`src/rtl/ledtail_pkg.sv`:
```
`timescale 1ns / 1ps
`default_nettype none

package ledtail_pkg;

    localparam int MAX_LEDS_DEFAULT = 64;

    localparam int CFG_INDEX_W = 2;
    localparam int CFG_DATA_W  = 7;
    localparam int LED_COUNT_W = 7;
    localparam int TAIL_LEN_W  = 7;
    localparam int FADE_LEN_W  = 4;
    localparam int LED_INDEX_W = 6;
    localparam int COLOR_W     = 8;

    localparam logic [CFG_INDEX_W-1:0] CFG_LED_COUNT   = 2'd0;
    localparam logic [CFG_INDEX_W-1:0] CFG_TAIL_LENGTH = 2'd1;
    localparam logic [CFG_INDEX_W-1:0] CFG_FADE_LENGTH = 2'd2;

    localparam logic [LED_COUNT_W-1:0] LED_COUNT_RESET   = 7'd46;
    localparam logic [TAIL_LEN_W-1:0]  TAIL_LENGTH_RESET = 7'd10;
    localparam logic [FADE_LEN_W-1:0]  FADE_LENGTH_RESET = 4'd3;

    typedef enum logic [1:0] {
        HUE_RED   = 2'd0,
        HUE_WHITE = 2'd1,
        HUE_BLUE  = 2'd2
    } t_hue;

    typedef enum logic [1:0] {
        ST_IDLE,
        ST_PREP,
        ST_RUN
    } t_state;

    typedef struct packed {
        logic start;    // frame tick accepted: apply restart and hue change
        logic prep;     // derive the per-frame tail bounds
        logic emit;     // compute one LED and load the output register
        logic advance;  // move the head at the end of the frame
    } t_ctrl_cmd;

    typedef struct packed {
        logic count_zero;
        logic last_led;
        logic out_free;
    } t_dp_status;

    typedef struct packed {
        logic [COLOR_W-1:0] red;
        logic [COLOR_W-1:0] green;
        logic [COLOR_W-1:0] blue;
    } t_rgb;

    function automatic t_rgb hue_rgb(input t_hue hue);
        t_rgb c;
        unique case (hue)
            HUE_WHITE: c = '{red: 8'd255, green: 8'd255, blue: 8'd255};
            HUE_BLUE:  c = '{red: 8'd0,   green: 8'd0,   blue: 8'd255};
            default:   c = '{red: 8'd255, green: 8'd0,   blue: 8'd0};
        endcase
        return c;
    endfunction

    function automatic t_hue next_hue(input t_hue hue);
        t_hue h;
        unique case (hue)
            HUE_RED:   h = HUE_WHITE;
            HUE_WHITE: h = HUE_BLUE;
            default:   h = HUE_RED;
        endcase
        return h;
    endfunction

    // Full intensity divided by five times (step + 1).
    function automatic logic [COLOR_W-1:0] fade_level(input logic [FADE_LEN_W-1:0] step);
        logic [COLOR_W-1:0] v;
        unique case (step)
            4'd0:  v = 8'd51;
            4'd1:  v = 8'd25;
            4'd2:  v = 8'd17;
            4'd3:  v = 8'd12;
            4'd4:  v = 8'd10;
            4'd5:  v = 8'd8;
            4'd6:  v = 8'd7;
            4'd7:  v = 8'd6;
            4'd8:  v = 8'd5;
            4'd9:  v = 8'd5;
            4'd10: v = 8'd4;
            4'd11: v = 8'd4;
            default: v = 8'd3;
        endcase
        return v;
    endfunction

endpackage

`default_nettype wire

```
`src/rtl/led_strip_fading_tail_generator_core.sv`:
```
`timescale 1ns / 1ps
`default_nettype none

// Fading-tail LED strip generator. Each accepted beat on the input channel is
// one frame tick (i_restart starts the animation over); the block answers with
// one beat per LED in index order, o_last_led marking the final one. A frame
// is worked in steps: the tick is taken, the frame's tail bounds are derived,
// then the LEDs go out one per cycle, while the output is not stalled, through
// the output register, which holds while i_out_stall is high. No new tick is
// taken until the frame is done. A frame with an LED count of zero produces no
// beats. Configuration writes are always accepted and must be issued while
// no frame is in progress.
module led_strip_fading_tail_generator_core
    import ledtail_pkg::*;
#(
    parameter int MAX_LEDS = MAX_LEDS_DEFAULT
) (
    input  wire logic                   i_clk,
    input  wire logic                   i_rst_n,
    input  wire logic                   i_cfg_valid,
    output logic                        o_cfg_ready,
    input  wire logic [CFG_INDEX_W-1:0] i_cfg_index,
    input  wire logic [CFG_DATA_W-1:0]  i_cfg_data,
    input  wire logic                   i_in_valid,
    output logic                        o_in_stall,
    input  wire logic                   i_restart,
    output logic                        o_out_valid,
    input  wire logic                   i_out_stall,
    output logic [LED_INDEX_W-1:0]      o_led_index,
    output logic [COLOR_W-1:0]          o_red,
    output logic [COLOR_W-1:0]          o_green,
    output logic [COLOR_W-1:0]          o_blue,
    output logic                        o_last_led
);

    t_ctrl_cmd  w_cmd;
    t_dp_status w_status;

    assign o_cfg_ready = 1'b1;

    ledtail_ctrl u_ctrl (
        .i_clk      (i_clk),
        .i_rst_n    (i_rst_n),
        .i_in_valid (i_in_valid),
        .o_in_stall (o_in_stall),
        .i_status   (w_status),
        .o_cmd      (w_cmd)
    );

    ledtail_datapath #(
        .MAX_LEDS (MAX_LEDS)
    ) u_datapath (
        .i_clk       (i_clk),
        .i_rst_n     (i_rst_n),
        .i_cfg_valid (i_cfg_valid),
        .i_cfg_index (i_cfg_index),
        .i_cfg_data  (i_cfg_data),
        .i_restart   (i_restart),
        .i_cmd       (w_cmd),
        .o_status    (w_status),
        .o_out_valid (o_out_valid),
        .i_out_stall (i_out_stall),
        .o_led_index (o_led_index),
        .o_red       (o_red),
        .o_green     (o_green),
        .o_blue      (o_blue),
        .o_last_led  (o_last_led)
    );

endmodule

`default_nettype wire

```
`src/rtl/ledtail_ctrl.sv`:
```
`timescale 1ns / 1ps
`default_nettype none

module ledtail_ctrl
    import ledtail_pkg::*;
(
    input  wire logic       i_clk,
    input  wire logic       i_rst_n,
    input  wire logic       i_in_valid,
    output logic            o_in_stall,
    input  wire t_dp_status i_status,
    output t_ctrl_cmd       o_cmd
);

    t_state r_state;
    t_state n_state;

    always_ff @(posedge i_clk) begin
        if (!i_rst_n) begin
            r_state <= ST_IDLE;
        end else begin
            r_state <= n_state;
        end
    end

    always_comb begin
        n_state    = r_state;
        o_cmd      = '0;
        o_in_stall = 1'b1;
        unique case (r_state)
            ST_IDLE: begin
                o_in_stall = 1'b0;
                if (i_in_valid) begin
                    o_cmd.start = 1'b1;
                    // An empty strip produces no beats for the frame.
                    if (!i_status.count_zero) begin
                        n_state = ST_PREP;
                    end
                end
            end
            ST_PREP: begin
                o_cmd.prep = 1'b1;
                n_state    = ST_RUN;
            end
            ST_RUN: begin
                if (i_status.out_free) begin
                    o_cmd.emit = 1'b1;
                    if (i_status.last_led) begin
                        o_cmd.advance = 1'b1;
                        n_state       = ST_IDLE;
                    end
                end
            end
            default: begin
                n_state = ST_IDLE;
            end
        endcase
    end

endmodule

`default_nettype wire

```
`src/rtl/ledtail_datapath.sv`:
```
`timescale 1ns / 1ps
`default_nettype none

module ledtail_datapath
    import ledtail_pkg::*;
#(
    parameter int MAX_LEDS = MAX_LEDS_DEFAULT
) (
    input  wire logic                   i_clk,
    input  wire logic                   i_rst_n,
    input  wire logic                   i_cfg_valid,
    input  wire logic [CFG_INDEX_W-1:0] i_cfg_index,
    input  wire logic [CFG_DATA_W-1:0]  i_cfg_data,
    input  wire logic                   i_restart,
    input  wire t_ctrl_cmd              i_cmd,
    output t_dp_status                  o_status,
    output logic                        o_out_valid,
    input  wire logic                   i_out_stall,
    output logic [LED_INDEX_W-1:0]      o_led_index,
    output logic [COLOR_W-1:0]          o_red,
    output logic [COLOR_W-1:0]          o_green,
    output logic [COLOR_W-1:0]          o_blue,
    output logic                        o_last_led
);

    localparam int PW = (MAX_LEDS > 1) ? $clog2(MAX_LEDS) : 1;
    localparam int CW = $clog2(MAX_LEDS + 1);
    localparam int SW = CW + 6;

    // Configuration registers.
    logic [LED_COUNT_W-1:0] r_led_count;
    logic [TAIL_LEN_W-1:0]  r_tail_length;
    logic [FADE_LEN_W-1:0]  r_fade_length;

    always_ff @(posedge i_clk) begin
        if (!i_rst_n) begin
            r_led_count   <= LED_COUNT_RESET;
            r_tail_length <= TAIL_LENGTH_RESET;
            r_fade_length <= FADE_LENGTH_RESET;
        end else if (i_cfg_valid) begin
            unique case (i_cfg_index)
                CFG_LED_COUNT:   r_led_count   <= i_cfg_data[LED_COUNT_W-1:0];
                CFG_TAIL_LENGTH: r_tail_length <= i_cfg_data[TAIL_LEN_W-1:0];
                CFG_FADE_LENGTH: r_fade_length <= i_cfg_data[FADE_LEN_W-1:0];
                default: ;
            endcase
        end
    end

    // Clamped strip and tail lengths.
    logic [CW-1:0] w_count;
    logic [CW-1:0] w_tail;

    always_comb begin
        if (int'(r_led_count) > MAX_LEDS) begin
            w_count = CW'(MAX_LEDS);
        end else begin
            w_count = CW'(r_led_count);
        end
        if (r_tail_length == '0) begin
            w_tail = CW'(1);
        end else if (int'(r_tail_length) > MAX_LEDS) begin
            w_tail = CW'(MAX_LEDS);
        end else begin
            w_tail = CW'(r_tail_length);
        end
    end

    logic signed [SW-1:0] w_n;
    logic signed [SW-1:0] w_t;
    logic signed [SW-1:0] w_f;

    assign w_n = signed'(SW'(w_count));
    assign w_t = signed'(SW'(w_tail));
    assign w_f = signed'(SW'(r_fade_length));

    // Frame state kept between ticks.
    logic [PW-1:0] r_head;
    t_hue          r_cur_hue;
    t_hue          r_prior_hue;
    logic [PW-1:0] n_head;
    t_hue          n_cur_hue;
    t_hue          n_prior_hue;
    logic [PW-1:0] w_start_head;
    t_hue          w_start_hue;

    // Per-frame bounds, derived once before the LEDs are walked.
    logic signed [SW-1:0] r_p;
    logic signed [SW-1:0] r_p_f;
    logic signed [SW-1:0] r_p_t;
    logic signed [SW-1:0] r_p_t_f;
    logic signed [SW-1:0] r_wrap;
    logic signed [SW-1:0] r_wrap_f;
    logic signed [SW-1:0] r_n_t;
    logic signed [SW-1:0] r_low_lit;
    logic signed [SW-1:0] r_last_idx;
    logic                 r_p_lt_t;
    logic                 r_p_lt_t1;
    logic                 r_p_lt_n_t;
    logic [PW-1:0]        r_idx;

    always_comb begin
        w_start_head = i_restart ? PW'(w_tail - CW'(1)) : r_head;
        w_start_hue  = i_restart ? HUE_RED : r_cur_hue;
        n_head       = r_head;
        n_cur_hue    = r_cur_hue;
        n_prior_hue  = r_prior_hue;
        if (i_cmd.start) begin
            n_cur_hue = w_start_hue;
            if (w_start_head == '0) begin
                n_prior_hue = w_start_hue;
                n_cur_hue   = next_hue(w_start_hue);
            end
            n_head = (w_count == '0) ? '0 : w_start_head;
        end else if (i_cmd.advance) begin
            if (r_p >= r_last_idx) begin
                n_head = '0;
            end else begin
                n_head = r_head + PW'(1);
            end
        end
    end

    always_ff @(posedge i_clk) begin
        if (!i_rst_n) begin
            r_head      <= '0;
            r_cur_hue   <= HUE_RED;
            r_prior_hue <= HUE_RED;
        end else begin
            r_head      <= n_head;
            r_cur_hue   <= n_cur_hue;
            r_prior_hue <= n_prior_hue;
        end
    end

    logic signed [SW-1:0] w_p;
    assign w_p = signed'(SW'(r_head));

    always_ff @(posedge i_clk) begin
        if (i_cmd.prep) begin
            r_p        <= w_p;
            r_p_f      <= w_p - w_f;
            r_p_t      <= w_p - w_t;
            r_p_t_f    <= w_p - w_t + w_f;
            r_wrap     <= w_n - w_t + w_p;
            r_wrap_f   <= w_n - w_t + w_p + w_f;
            r_n_t      <= w_n - w_t;
            r_low_lit  <= w_n + w_p - w_t + SW'(1);
            r_last_idx <= w_n - SW'(1);
            r_p_lt_t   <= w_p < w_t;
            r_p_lt_t1  <= w_p < (w_t - SW'(1));
            r_p_lt_n_t <= w_p < (w_n - w_t);
        end
    end

    always_ff @(posedge i_clk) begin
        if (i_cmd.prep) begin
            r_idx <= '0;
        end else if (i_cmd.emit) begin
            r_idx <= r_idx + PW'(1);
        end
    end

    // One LED of the frame.
    logic signed [SW-1:0]  w_i;
    logic signed [SW-1:0]  w_delta;
    logic signed [SW-1:0]  w_step;
    logic                  w_near_head;
    logic                  w_near_tail;
    logic                  w_near_wrap;
    logic                  w_lit;
    logic                  w_is_last;
    t_rgb                  w_full;
    t_rgb                  w_color;
    logic [COLOR_W-1:0]    w_level;

    assign w_i       = signed'(SW'(r_idx));
    assign w_is_last = (w_i == r_last_idx);

    always_comb begin
        w_near_head = (w_i <= r_p) && (w_i >= r_p_f);
        w_near_tail = (w_i >= r_p_t) && (w_i <= r_p_t_f);
        w_near_wrap = r_p_lt_t && (w_i >= r_wrap) && (w_i <= r_wrap_f);
        priority if (w_near_head) begin
            w_delta = r_p - w_i;
        end else if (w_near_tail) begin
            w_delta = w_i - r_p_t;
        end else begin
            w_delta = w_i - r_wrap;
        end
        w_step  = w_f - w_delta;
        w_level = fade_level(w_step[FADE_LEN_W-1:0]);
        w_full  = hue_rgb(r_cur_hue);
        w_color = w_full;
        if (w_near_head || w_near_tail || w_near_wrap) begin
            // Channels are either full or off, so dimming just picks a level.
            w_color.red   = (w_full.red   != '0) ? w_level : '0;
            w_color.green = (w_full.green != '0) ? w_level : '0;
            w_color.blue  = (w_full.blue  != '0) ? w_level : '0;
        end
        // Just after a wrap the far end of the strip keeps the old colour.
        if (r_p_lt_n_t && (w_i > r_n_t)) begin
            w_color = hue_rgb(r_prior_hue);
        end
        if (r_p_lt_t1) begin
            w_lit = (w_i <= r_p) || (w_i >= r_low_lit);
        end else begin
            w_lit = (w_i <= r_p) && (w_i > r_p_t);
        end
        if (!w_lit) begin
            w_color = '0;
        end
    end

    // Output register.
    logic r_out_valid;

    always_ff @(posedge i_clk) begin
        if (!i_rst_n) begin
            r_out_valid <= 1'b0;
        end else if (i_cmd.emit) begin
            r_out_valid <= 1'b1;
        end else if (!i_out_stall) begin
            r_out_valid <= 1'b0;
        end
    end

    always_ff @(posedge i_clk) begin
        if (i_cmd.emit) begin
            o_led_index <= LED_INDEX_W'(r_idx);
            o_red       <= w_color.red;
            o_green     <= w_color.green;
            o_blue      <= w_color.blue;
            o_last_led  <= w_is_last;
        end
    end

    assign o_out_valid         = r_out_valid;
    assign o_status.count_zero = (w_count == '0);
    assign o_status.last_led   = w_is_last;
    assign o_status.out_free   = !r_out_valid || !i_out_stall;

endmodule

`default_nettype wire
```
`config.mk`:
```
export PLATFORM = sky130hd
export DESIGN_NAME = led_strip_fading_tail_generator_core
export DESIGN_NICKNAME = d
export VERILOG_FILES = /design/src/rtl/ledtail_pkg.sv /design/src/rtl/led_strip_fading_tail_generator_core.sv /design/src/rtl/ledtail_ctrl.sv /design/src/rtl/ledtail_datapath.sv
export SDC_FILE = /design/constraint.sdc
export NUM_CORES = 1
export LEC_CHECK = 0
export BUFFER_PORTS_ARGS = -buffer_cell sky130_fd_sc_hd__buf_2
export CAP_MARGIN = 20
export CORE_MARGIN = 2
export CORE_UTILIZATION = 65
export CTS_CLUSTER_SIZE = 20
export DETAILED_ROUTE_END_ITERATION = 8
export MAX_ROUTING_LAYER = met4
export PLACE_DENSITY_LB_ADDON = 0.25
export SYNTH_ARGS = -nofsm -noshare
export SYNTH_HDL_FRONTEND = slang
export SYNTH_SLANG_ARGS = --single-unit
```
`constraint.sdc`:
```
create_clock -name i_clk -period 10.8 [get_ports i_clk]
set_clock_uncertainty 0.05 [all_clocks]
set_input_delay 1.62 -clock i_clk [delete_from_list [all_inputs] [get_ports i_clk]]
set_output_delay 1.62 -clock i_clk [all_outputs]
set_load 0.005 [all_outputs]
```
---- Word level (Yosys, flattened, before mapping) ----
Memories as Yosys holds them, arrays and structs flattened.
Cells that the tools add are included.
word-level totals
  register bits ........................... 176
  bits in latches ......................... 0
  memory bits (writable) .................. 0
  bits in read-only memories .............. 96
  input bits .............................. 15
  output and inout bits ................... 34
  word-level logic and storage cells ...... 137
  memories ................................ 1
operators by class
  $add $sub $neg .......................... 18
  multipliers ............................. 0
  divide/modulo/power cells ............... 0
  order comparisons ....................... 15
  eq/ne operators ......................... 15
  shifts and indexed selects .............. 0
  multiplexer cells ....................... 35
  bitwise logic cells ..................... 0
  reduce and logical (&&, ||, !) cells .... 27
memory list
  name             depth  bits a word  read ports  clocked after memory_dff  wr ports  line               source
  (no name shown)  16     6            1           0                         0         ledtail_pkg.sv:78  unique case (step)
operators with widths
  kind                     count
  $pmux W24 S2             2
  $ge A7 B13 Y1            4
  $mux W24                 2
  $mux W6                  5
  $le A7 B13 Y1            2
  $lt A7 B13 Y1            2
  $mux W8                  3
  $reduce_bool A8 Y1       3
  $mux W7                  3
  $mux W2                  8
  $sub A4 B4 Y4            4
  $sub A7 B1 Y8 const B    2
  $gt A7 B7 Y1 const B     2
  $logic_not A7 Y1         2
  $add A13 B2 Y13 const B  1
  $add A13 B5 Y13          1
  $add A13 B7 Y13          1
  $eq A7 B13 Y1            1
  $gt A7 B13 Y1            1
  $add A6 B1 Y6 const B    2
  $eq A2 B1 Y1 const B     5
  $add A8 B5 Y9            1
  $sub A8 B7 Y9            1
  $add A7 B6 Y8            1
  other kinds (23)         51

---- Logic depth before layout (Yosys ltp) ----
An unclocked memory read counts as a cell.
  depth after elaboration ................. 9
  mapped depth ............................ 20
  mapped depth without buffers ............ 20

---- Hierarchy ----
From an unflattened synthesis, not the netlist that was laid out.
unflattened totals
  cell total of the unflattened synthesis .. 958
  area total of the unflattened synthesis .. 9795.6 µm²
modules (own cells, without submodules)
  module                                times used  cells an instance  area an instance (µm²)  sequential area each (µm²)
  ledtail_datapath                      1           941                9665.5                  3883.7
  ledtail_ctrl                          1           15                 118.9                   40.0
  led_strip_fading_tail_generator_core  1           2                  11.3                    0.0

---- Worst setup path before layout ----
OpenSTA, ideal clock, no wires.
  path kind ............................... reg-to-reg
  start point ............................. reg u_datapath.r_idx[1]
  end point ............................... reg u_datapath.o_red[0] (data pin)
  library setup time ...................... 0.264 ns
  arrival ................................. 4.766 ns
  required time ........................... 10.486 ns
  setup slack ............................. 5.720 ns
  stages on the path, launching flop included .. 19
  buffers on the path ..................... 0
  period minus slack after synthesis ...... 5.080 ns
  path through ............................ dfxtp_1 > ha_1 > nor2b_4 > o211a_1 > o311a_4 > nand2_1 > mux2_2 > ha_1 > fa_1 > mux2i_1 > inv_1 > ha_1 > a21o_1 > a21oi_1 > xnor2_1 > xnor3_1 > mux2i_1 > a21oi_1 > o21ai_0
on the way
  longest elaborated chain between the ends .. 9
  elaborated cells between the ends (all ways) .. 29
  classes of those cells .................. add/sub: 4; order compare: 9; mux: 6; reduce/logical: 9; memory: 1
ends and longest elaborated chain
  item                                           line                     source
  start: declaration                             ledtail_datapath.sv:100  logic [PW-1:0] r_idx;
  start signal: assignment                       ledtail_datapath.sv:160  r_idx <= r_idx + PW'(1);
  $le A7 B13 Y1 or $ge A7 B8 Y1 (tied branches)  ledtail_datapath.sv:182  w_near_tail = (w_i >= r_p_t) && (w_i <= r_p_t_f);
  $logic_and A1 B1 Y1                            ledtail_datapath.sv:182
  $mux W4                                        ledtail_datapath.sv:186  end else if (w_near_tail) begin
  $mux W4                                        ledtail_datapath.sv:184  priority if (w_near_head) begin
  $sub A4 B4 Y4                                  ledtail_datapath.sv:191  w_step = w_f - w_delta;
  $mem_v2 Z16 W6                                 -
  $mux W8                                        ledtail_datapath.sv:197  w_color.red = (w_full.red != '0) ? w_level : '0;
  $mux W24                                       ledtail_datapath.sv:195  if (w_near_head || w_near_tail || w_near_wrap) begin
  $mux W24                                       ledtail_datapath.sv:202  if (r_p_lt_n_t && (w_i > r_n_t)) begin
  end signal: assignment                         ledtail_datapath.sv:231  o_red <= w_color.red;
  end: declaration                               ledtail_datapath.sv:20   output logic [COLOR_W-1:0] o_red,
Parallel ways exist; a longest one is shown, timed or not.
A chain may end at the register's enable or synchronous reset.

---- Final worst setup path ----
Ends and elaborated chain as after synthesis.

==> summary.md <==
| Metric | Value |
|---|---|
| Cell area after synthesis | `10,100 sq um` |
| PD cells | `173 nW/um^2` |
| Drt pass-1 iters | `5` |
| Io pins | `49` |
| Buf+Inv Stages, Crit Path | `1` |
| Fin crit share | `52.6%` |
| Die span in y | `129 um` |
| Core Region | `15,200 sq um` |
| Final instance area | `11,200 sq um` |
| Share of the synthesized area in the top cell type | `34.6%` |
| Net count after synthesis | `1,129` |
| Gr usage total | `29.8%` |
| Initial Utilization | `66.3%` |
| Worst slew pin tran | `808 ps` |
| Initial antenna violation count | `0` |
| Vias after detailed routing | `7,368` |
| Resized Gates After CTS | `0` |
| R2r setup slk | `5120 ps` |
| Yosys warnings | `0` |
| Kind of critical path | `reg -> reg` |
| First-pass GRT wire length | `36,500 um` |
| Placed inst area | `10,500 sq um` |
| Post-CTS setup buffers | `0` |
| Site Rows | `45` |
| Commonest non-fill, non-tap cell in the layout | `inv_1` |
| Hold_buf cts | `0` |
| Via density | `5.98` |
| Max Root-Sink Buffers | `2` |
| Synth area leader | `edfxtp_1` |
| Clock Sinks | `153` |
| Hold Crit Endpoint | `u_datapath.r_led_count[1]` |
| Final setup vio count | `0` |
| # DRC | `0` |
| Crit path launch type | `register` |
| Worst hold margin | `468 ps` |
| Vias in the first global route | `7,367` |
| Routed len/inst | `18.5 um` |
| Unique masters post-synth | `71` |
| Top_reg_cell synth | `edfxtp_1` |
| Final GP Congestion | `0.981` |
| Most frequent cells in the layout | `inv_1 (127), ha_1 (123), edfxtp_1 (116)` |
| Crit-path most repeated cell | `ha_1` |
| CP Cell Sequence | `ha_1 > nor2b_4 > o211a_1 > o311a_4 > nand2_1 > mux2_2 > ha_1 > fa_1 > mux2i_1 > inv_1 > ha_1 > a21o_1 > a21oi_1 > xnor2_1 > xnor3_1 > mux2i_1 > a21oi_1 > o21ai_0` |
| Syn avg cell area | `10.3 sq um` |
| Leading post-synthesis cells by cell area | `edfxtp_1 (35%), ha_1 (15%), dfxtp_1 (7.3%), inv_1 (4.7%), a21oi_1 (3.2%)` |
| CP max stage delay | `820 ps` |
| DRT iter0 DRCs | `599` |
| Max Fclk | `176 MHz` |
| Clk slew on worst S/H paths | `60 ps` |
| Hold/Removal Path Class | `reg -> reg` |
| Reg2reg path depth | `18` |
| Max stage delay cell, worst path | `dfxtp_1` |
| Drt total wl | `22,800 um` |
| WP data arrival | `5790 ps` |
| Area delta synth->final | `10.9%` |
| TritonCTS buffer count | `17` |
| Setup TNS | `0 ps` |
| H-tree Lvls | `4` |
| Leakage | `5.00 nW` |
| Run status | `complete, no violations` |
| Max cap viols | `0` |
| Max rail drop VDD | `0.132 mV` |
| Slew HR | `46.1%` |
| GR Overflow Total | `0` |
| Largest net degree at the start of global routing | `50` |
| CTS tree | `yes` |
| Die width | `129 um` |
| EDFF count, synth | `116` |
| Crit Reg-Reg Startpoint | `u_datapath.r_idx[1]` |
| Reg-to-Reg End | `u_datapath.o_red[0]` |
| Fin nets | `1,186` |
| Fraction of the yosys area taken by sequential cells | `41.9%` |
| Antenna Nets Post-Route | `0` |
| Crit-path leading delay family | `adder cells` |
| Worst hold start | `u_datapath.r_led_count[1]` |
| Detailed-placement wirelength estimate | `17,000 um` |
| Diodes inserted | `0` |
| Share of cells above drive strength 1 | `10.2%` |
| Worst EP required | `10,910 ps` |
| Synthesized flop and latch total | `153` |
| Hold path cells | `2` |
| RSZ-0062 raised after global routing | `no` |
| Hold Fails Final Rpt | `0` |
| Synth Instances | `975` |
| Post-synth ARST share | `0%` |
| PortBufs | `47` |
| Max-slew violations | `0` |
| Minimum clock period | `5680 ps` |
| Crit-path max FO | `16` |
| CP endpoint kind | `register` |
| Root buffer cell | `clkbuf_16` |
| Die footprint | `16,500 sq um` |
| Clk Latency, worst-skew pair | `430 ps` |
==> Yosys cell counts, types with 4 or more instances <==
cell / n
inv_1: 127
ha_1: 123
edfxtp_1: 116
a21oi_1: 65
nand2_1: 58
nor2_1: 57
dfxtp_1: 37
o21ai_0: 37
xnor2_1: 35
xor2_1: 28
a21o_1: 24
nand3_1: 21
mux2i_1: 20
nor2b_1: 18
nand2b_1: 17
fa_1: 16
o21bai_1: 15
o21a_1: 13
nor3_1: 10
a21boi_0: 8
clkbuf_1: 8
a211oi_1: 7
nand4_1: 7
nor4_1: 7
o211ai_1: 7
a31oi_1: 6
and2_1: 6
o221ai_1: 5
buf_4: 4
nor3b_1: 4
==> routing by layer <==
| layer | routed length, um | track usage [%] | vias to the layer above |
|---|---|---|---|
| met4 | 748 | 12.1 | 0 |
| met2 | 11100 | 49.7 | 265 |
| met3 | 1220 | 4.78 | 52 |
| met5 | 0 | - | - |
| li1 | - | - | 3558 |
| met1 | 9730 | 36.5 | 3493 |
==> sequential cells by signal, summed over array words and instances, names as in the netlist, 7 cells and up <==
signal                    count
u_datapath.r_p_f              7
u_datapath.r_last_idx         8
u_datapath.r_n_t              8
u_datapath.r_tail_length      7
u_datapath.r_p_t              8
u_datapath.r_led_count        7
u_datapath.r_low_lit         13
u_datapath.r_p_t_f            9
u_datapath.r_wrap            13
u_datapath.o_blue             7
u_datapath.o_red              7
u_datapath.r_wrap_f          13
u_datapath.o_green            7
==> cells by family (layout without fill, tap and decap cells) <==
| group | count (synthesis) | in the layout | synth area share, % |
|---|---|---|---|
| simple gates | 228 | 228 | 11.3 |
| compound gates | 218 | 218 | 14.2 |
| flops | 153 | 153 | 41.9 |
| buf+inv | 147 | 217 | 5.71 |
| fa+ha+maj | 139 | 139 | 18.4 |
| xor+xnor | 66 | 66 | 6.02 |
| mux | 23 | 23 | 2.32 |
| other cells | 1 | 1 | 0.0372 |
==> per-stage QoR <==
| stage | std cells | util [%] | power (mW) | setup slack (ps) |
|---|---|---|---|---|
| 3_5_place_dp | 1200 | 69.3 | 1.29 | 5190 |
| 5_1_grt | 1233 | 73.5 | 2.02 | 4770 |
| 3_3_place_gp | 1200 | 69.3 | 1.26 | 5340 |
| 2_1_floorplan | 975 | - | 1.16 | 5720 |
| 4_1_cts | 1232 | 73.5 | 1.93 | 5180 |
| 6_report | 1233 | 73.5 | 1.93 | 5120 |
==> layout make-up <==
| class | count | area [sq um] |
|---|---|---|
| Fill cell | 1069 | 4030 |
| Tap cell | 188 | 235 |
| Clock buffer | 19 | 433 |
| Sequential cell | 153 | 4220 |
| Timing Repair Buffer | 55 | 295 |
| Clock inverter | 13 | 201 |
| Multi-Input combinational cell | 675 | 5300 |
| Inverter | 130 | 488 |
==> worst max path at each step <==
stage,startpoint,endpoint,slack (ps),depth (start not counted)
3_5_place_dp,u_datapath.r_idx[1],u_datapath.o_red[0],5190,18
4_1_cts,u_datapath.r_idx[1],u_datapath.o_red[0],5180,18
3_3_place_gp,u_datapath.r_idx[1],u_datapath.o_red[0],5340,18
5_1_grt,u_datapath.r_idx[1],u_datapath.o_red[0],4770,18
2_1_floorplan,u_datapath.r_idx[1],u_datapath.o_red[0],5720,18
6_report,u_datapath.r_idx[1],u_datapath.o_red[0],5120,18
==> tightest hold or removal path, stage by stage (launching register included) <==
cell and delay (ps):
dfxtp_1 350, mux2i_1 70, nand2_1 60
==> power by group <==
part | internal, mW | switching (mW) | total [mW]
sequential | 0.700 | 0.0348 | 0.735
combinational | 0.235 | 0.320 | 0.555
clock | 0.408 | 0.233 | 0.641
(Power assumes the default switching activity.)
